**config.mk**
```make
export PLATFORM = sky130hd
export DESIGN_NAME = lzw_packer
export DESIGN_NICKNAME = d
export VERILOG_FILES = /design/src/design/lzw_pkg.sv /design/src/design/lzw_packer.sv
export SDC_FILE = /design/constraint.sdc
export NUM_CORES = 1
export LEC_CHECK = 0
export BUFFER_PORTS_ARGS = -buffer_cell sky130_fd_sc_hd__buf_2
export CAP_MARGIN = 20
export CORE_MARGIN = 4
export CORE_UTILIZATION = 30
export CTS_CLUSTER_SIZE = 40
export DETAILED_ROUTE_END_ITERATION = 10
export HOLD_SLACK_MARGIN = 0.03
export PLACE_DENSITY = 0.56
export RECOVER_POWER = 25
export SLEW_MARGIN = 40
export SYNTH_ARGS = -nofsm -noshare
export SYNTH_HDL_FRONTEND = slang
export SYNTH_SLANG_ARGS = --single-unit
```
**constraint.sdc**
```tcl
create_clock -name clk -period 2.88 [get_ports clk]
set_clock_uncertainty 0.05 [all_clocks]
set_input_delay 0.576 -clock clk [delete_from_list [all_inputs] [get_ports clk]]
set_output_delay 0.576 -clock clk [all_outputs]
set_load 0.03 [all_outputs]
```
**src/design/lzw_pkg.sv**
```systemverilog
// Package for the LZW byte compressor: sizes and state encoding.
// No dependencies.
package lzw_pkg;
  localparam int CodeBitsDef = 12;
  localparam int HashEntriesDef = 5021;

  typedef enum logic [2:0] {
    ST_IDLE,
    ST_CLEAR,
    ST_LOOKUP,
    ST_CHECK,
    ST_EMIT,
    ST_DRAIN
  } lzw_state_t;
endpackage

```
**src/design/lzw_packer.sv**
```systemverilog
// Bit packer: takes codes and hands out bytes MSB first with an output register.
// Depends on lzw_pkg.
module lzw_packer #(
  parameter int CodeBits = lzw_pkg::CodeBitsDef
) (
  input  logic                clk,
  input  logic                rst_n,
  input  logic                clr,
  input  logic                code_valid,
  input  logic [CodeBits-1:0] code,
  input  logic                code_last,
  output logic                code_ready,
  output logic                out_valid,
  input  logic                out_ready,
  output logic [7:0]          out_byte,
  output logic                end_of_run
);
  import lzw_pkg::*;
  localparam int PW = CodeBits + 8;
  localparam int CW = $clog2(PW + 1);

  logic [PW-1:0] bits_r, bits_nxt;
  logic [CW-1:0] cnt_r, cnt_nxt;
  logic          last_r, last_nxt;
  logic          ov_r, ov_nxt;
  logic [7:0]    ob_r, ob_nxt;
  logic          oe_r, oe_nxt;
  logic          slot_free;
  logic [PW-1:0] ins;

  assign slot_free  = !ov_r || out_ready;
  assign code_ready = (cnt_r < CW'(8));
  assign out_valid  = ov_r;
  assign out_byte   = ob_r;
  assign end_of_run = oe_r;

  always_comb begin
    bits_nxt = bits_r;
    cnt_nxt  = cnt_r;
    last_nxt = last_r;
    ov_nxt   = ov_r && !out_ready;
    ob_nxt   = ob_r;
    oe_nxt   = oe_r;
    ins      = PW'(code) << (PW - CodeBits);
    if (clr) begin
      bits_nxt = '0;
      cnt_nxt  = '0;
      last_nxt = 1'b0;
    end else if (cnt_r >= CW'(8)) begin
      if (slot_free) begin
        ov_nxt   = 1'b1;
        ob_nxt   = bits_r[PW-1 -: 8];
        bits_nxt = bits_r << 8;
        cnt_nxt  = cnt_r - CW'(8);
        oe_nxt   = last_r && (cnt_r - CW'(8) < CW'(8));
        if (oe_nxt) last_nxt = 1'b0;
      end
    end else if (code_valid) begin
      bits_nxt = bits_r | (ins >> cnt_r);
      cnt_nxt  = cnt_r + CW'(CodeBits);
      last_nxt = code_last;
    end
  end

  always_ff @(posedge clk) begin
    if (!rst_n) begin
      bits_r <= '0;
      cnt_r  <= '0;
      last_r <= 1'b0;
      ov_r   <= 1'b0;
    end else begin
      bits_r <= bits_nxt;
      cnt_r  <= cnt_nxt;
      last_r <= last_nxt;
      ov_r   <= ov_nxt;
    end
    ob_r <= ob_nxt;
    oe_r <= oe_nxt;
  end
endmodule

```
==> results.cfg, run 1 <==
[cts]
insertion_delay_ns = 0.28
cts_root_buffer = clkbuf_8
path_clk_slew_ns = 0.07
cts.path.max_buffers = 2
postCtsHoldBufs = 0
cts_buffers = 5
htreeDepth = 2
post_cts_buffers = 0
clock_sinks = 34
cts_tree = built
ctsResizeCount = 0

[timing]
setup_viol = 0
tightest_slew_ns = 0.769
clock.fmax_mhz = 434
min_period_over_period_pct = 80.0
maxSlewHeadroom_pct = 48.7
slew_violations = 0
period_needed_ns = 2.31
fin_ws_ns = 0.575
rsz0062_at_grt = false
fin_tns_setup_ns = 0
hold_viol = 0

[synth]
synth_xor_area_share_pct = 0
synth_top_family_by_area = compound AO/OA/AOI/OAI gates
muxShareOfSynthArea_pct = 5.13
yosysTopAreaCellShare_pct = 30.7
synthArstFlopShare_pct = 0
synth_fa_ha_area_share_pct = 2.30
synthesis.area_mm2 = 0.00163
syn_area_per_cell_um2 = 10.2
synth-simple-area-share_pct = 18.2
synth_edf_count = 9
synth_seq_cells = 34
netlist_instances = 160
yosysTopAreaCell = dfxtp_1
syn_nets = 181
yosysSeqAreaShare_pct = 47.2
yosysWarnings = 0
ys_types = 39
synth_area_leaders = dfxtp_1 (31%), edfxtp_1 (17%), nor2_1 (5.5%)
synth-main-ff-cell = dfxtp_1
synth_compound_area_share_pct = 21.3

[finish]
area_growth_syn_to_layout_pct = 18.3
instances_no_fill = 260
utilization_pct = 37.1
mostFrequentLayoutCells = dfxtp_1 (25), nor2_1 (24), buf_2 (23)
final_common_cell = dfxtp_1
antenna_cells = 0
layout.nets = 210
drive_gt1_share_pct = 24.7

[power_and_ir_drop]
power.density_mw_per_mm2 = 793
p_leak_uw = 0.000718
ir_drop_v = 0.000263
power_uw = 1530

[floorplanning]
fp.dieH_um = 81.8
row_count = 26
ios = 29
die_w_um = 81.8
initial_core_util_pct = 31.4
dieArea_mm2 = 0.00669
coreArea_mm2 = 0.00520

[worst_setup_path]
setup.worst_path.start_class = flip-flop
r2r_end = out_byte[1]
r2r_start = cnt_r[3]
crit_required_ns = 2.82
worstPathArrival_ns = 2.25
endpoint_kind = flip-flop
crit_path_max_fanout = 23
reg2regPathDepth = 5
ff2ff_setup_slack_ns = 0.57
criticalPathCategory = reg2reg

[grt]
grt_pass1_vias = 1212
grt_pass1_wl_um = 6180
overflow = 0
track_usage_pct = 12.5
antenna_found_initial = 0
grt_max_degree = 24

[route]
drt-total-wl_um = 3830
ant_nets = 0
wl_per_cell_um = 14.7
vias_per_cell = 4.87
vias = 1266
firstDrtPassIters = 4
dr.first_iter.drc_count = 89
drc = 0

[placement]
place_ws_ns = 0.564
portBuffers = 28
dpl.hpwl_um = 2760
place_inst = 252
gp_congestion = 0.778

[run]
max_cap_violations = 0

[min_path]
hold_path.class = reg2reg
min_to = out_byte[3]
min_path_cells = 0
worstHoldStart = bits_r[15]

[outcome]
status = completed
## stage by stage
stage / hold WS [ns] / cell area (um2)
after floorplan: 0.359 / 1630
after global routing: 0.402 / 1930
final: 0.390 / 1930
after CTS: 0.391 / 1940
after detailed placement: 0.374 / 1810
after global placement: 0.373 / 1810
## cell usage after synthesis (2+ instances only)
library cell / n
a22o_1: 3
dfxtp_1: 25
a31oi_1: 3
nor2b_1: 2
a22oi_1: 3
a311oi_1: 2
buf_2: 4
nor2_1: 24
a21oi_1: 10
mux2_2: 3
a211oi_1: 8
o2bb2ai_1: 9
nand2_1: 6
nor4_2: 2
nor3_1: 10
inv_1: 3
a211oi_2: 2
mux2i_1: 5
ha_1: 3
nand3_1: 2
a21o_1: 2
buf_6: 3
nand2b_1: 2
edfxtp_1: 9
## metal layers
layer	share of wire (%)	wire length, um	up-vias	track usage, %
met3	4.1	157	5	3.73
met4	1.5	58	0	5.48
met5	0	0	-	0
met2	44	1680	27	18.5
met1	51	1930	581	16.9
li1	-	-	653	-
## logic make-up (layout without fill, tap and decap cells)
| family | after synthesis | count (layout) |
|---|---|---|
| flops | 34 | 34 |
| simple gates | 56 | 56 |
| buf+inv | 13 | 43 |
| mux | 8 | 8 |
| compound gates | 46 | 46 |
| fa+ha+maj | 3 | 3 |
## worst max-delay path: stages, from the launching register on
cell and delay, ns:
dfxtp_1 0.61, inv_1 0.17, ha_1 0.32, a21o_1 0.46, nor2_1 0.20, buf_4 0.20
## sequential cells by signal (all words and copies together), names as in the netlist
signal / count
last_r: 1
end_of_run: 1
cnt_r: 3
out_byte: 8
out_valid: 1
bits_r: 20
## how the worst max path moves through the flow
stage	start	endpoint	slack, ns
after floorplan	cnt_r[3]	end_of_run	0.57
after global placement	cnt_r[3]	out_byte[4]	0.63
after detailed placement	cnt_r[3]	out_byte[4]	0.56
after CTS	cnt_r[3]	out_byte[1]	0.56
after global routing	cnt_r[3]	out_byte[5]	0.41
final	cnt_r[3]	out_byte[1]	0.57
## area by class of cell
cell class              instances  area (um2)
clock inverters                 3        63.8
fillers                       549        3270
well taps                      70        87.6
inverters                       3        11.3
repair buffers                 32         164
multi-input cells             113         766
flip-flops and latches         34         771
clock buffers                   5        68.8
## power by group
group | total (uW) | switching, uW | internal, uW
sequential | 581 | 32.5 | 549
combinational | 433 | 272 | 161
clock | 518 | 176 | 343
Note: power is estimated with default switching activity, not from simulation.
==> run 2, diff against run 1 <==
Settings changed: PLACE_DENSITY 0.56 to 0.58.
Clock period 2.88 ns to 1.9 ns, I/O delays scaled along.
==> run 2 against run 1 <==
Clock power rose by 25%. Via count rose by 3.7%. Worst hold slack got worse by 0.13 ns. Largest cell class is now multi-input combinational cells.
==> results.cfg, run 2 (synthesis results as in run 1) <==
[finish]
drive_gt1_share_pct = 27.7
utilization_pct = 37.7
mostFrequentLayoutCells = dfxtp_1 (25), buf_2 (24), nor2_1 (23)
layout.nets = 215
final_common_cell = dfxtp_1
area_growth_syn_to_layout_pct = 20.3
instances_no_fill = 265
regMostFlops = bits_r
largest_reg_flops = 20
antenna_cells = 0

[route]
dr.first_iter.drc_count = 60
wl_per_cell_um = 14.1
drc = 0
vias_per_cell = 4.95
firstDrtPassIters = 4
vias = 1313
drt-total-wl_um = 3750
ant_nets = 0

[timing]
maxSlewHeadroom_pct = 71.1
fin_tns_setup_ns = 0
fin_ws_ns = 0.166
clock.fmax_mhz = 577
setup_viol = 0
rsz0062_at_grt = false
tightest_slew_ns = 0.432
period_needed_ns = 1.73
min_period_over_period_pct = 91.3
slew_violations = 0
hold_viol = 0

[min_path]
min_path_cells = 2
hold_path.class = in2reg

[worst_setup_path]
critPathMaxStageDelay_ns = 0.32
endpoint_kind = flip-flop
cp_top_family = compound AO/OA/AOI/OAI gates
critPathBufInv = 2
slowest_stage = ha_1
criticalPathCategory = reg2reg
crit_chain = inv_1, ha_1, nand2b_4, a21o_1, buf_4, o32a_1, a21oi_1
worstPathArrival_ns = 1.91
reg2regPathDepth = 7
ff2ff_setup_slack_ns = 0.17
crit_path_max_fanout = 22
worst-path-stages = 7
crit_required_ns = 2.07
setup.worst_path.start_class = flip-flop

[placement]
portBuffers = 28
place_ws_ns = 0.174
gp_congestion = 0.795
place_inst = 257
dpl.hpwl_um = 2810

[floorplanning]
dieArea_mm2 = 0.00669
coreArea_mm2 = 0.00520
row_count = 26
ios = 29
fp.dieH_um = 81.8
initial_core_util_pct = 31.4
die_w_um = 81.8

[grt]
grt_pass1_wl_um = 5960
grt_max_degree = 23
overflow = 0
track_usage_pct = 12.2
grt_pass1_vias = 1189
antenna_found_initial = 0

[power_and_ir_drop]
ir_drop_v = 0.000321
p_leak_uw = 0.000733
power.density_mw_per_mm2 = 1130
power_uw = 2220

[cts]
ctsResizeCount = 0
htreeDepth = 2
cts_tree = built
cts_buffers = 5
cts_root_buffer = clkbuf_8
path_clk_slew_ns = 0.07
cts.path.max_buffers = 2
postCtsHoldBufs = 0
clock_sinks = 34
post_cts_buffers = 0
insertion_delay_ns = 0.29

[outcome]
status = completed

[run]
max_cap_violations = 0
==> run 2: area by class of cell <==
cell class	count	area (um2)
Fill cell	531	3240
Timing Repair Buffer	37	203
Clock buffer	7	76.3
Inverter	3	11.3
Sequential cell	34	771
Clock inverter	1	30.0
Multi-Input combinational cell	113	786
Tap cell	70	87.6
==> run 2: through the flow <==
step	cell area, um2	hold WS [ns]
2_1_floorplan	1650	0.359
3_3_place_gp	1860	0.368
3_5_place_dp	1860	0.376
4_1_cts	1970	0.258
5_1_grt	1960	0.269
6_report	1960	0.262
==> run 2: path summary, 6_finish.rpt <==
| check | end | from |
|---|---|---|
| worst max-delay path | cnt_r[4] | cnt_r[4] |
| worst min-delay path | out_valid | rst_n |
| worst max register to register | cnt_r[4] | cnt_r[4] |
| worst min register to register | out_byte[6] | bits_r[18] |
==> run 2: per-layer routing <==
| metal | global-route usage (%) | wire length [um] | vias to the layer above |
|---|---|---|---|
| met3 | 3.73 | 187 | 6 |
| li1 | - | - | 667 |
| met1 | 15.7 | 1750 | 615 |
| met4 | 6.31 | 73 | 0 |
| met2 | 18.3 | 1740 | 25 |
| met5 | 0 | 0 | - |
==> run 2: where the power goes <==
part	total [uW]	internal (uW)	switching (uW)
Clock	645	392	253
Combinational	713	271	442
Sequential	863	832	31.0
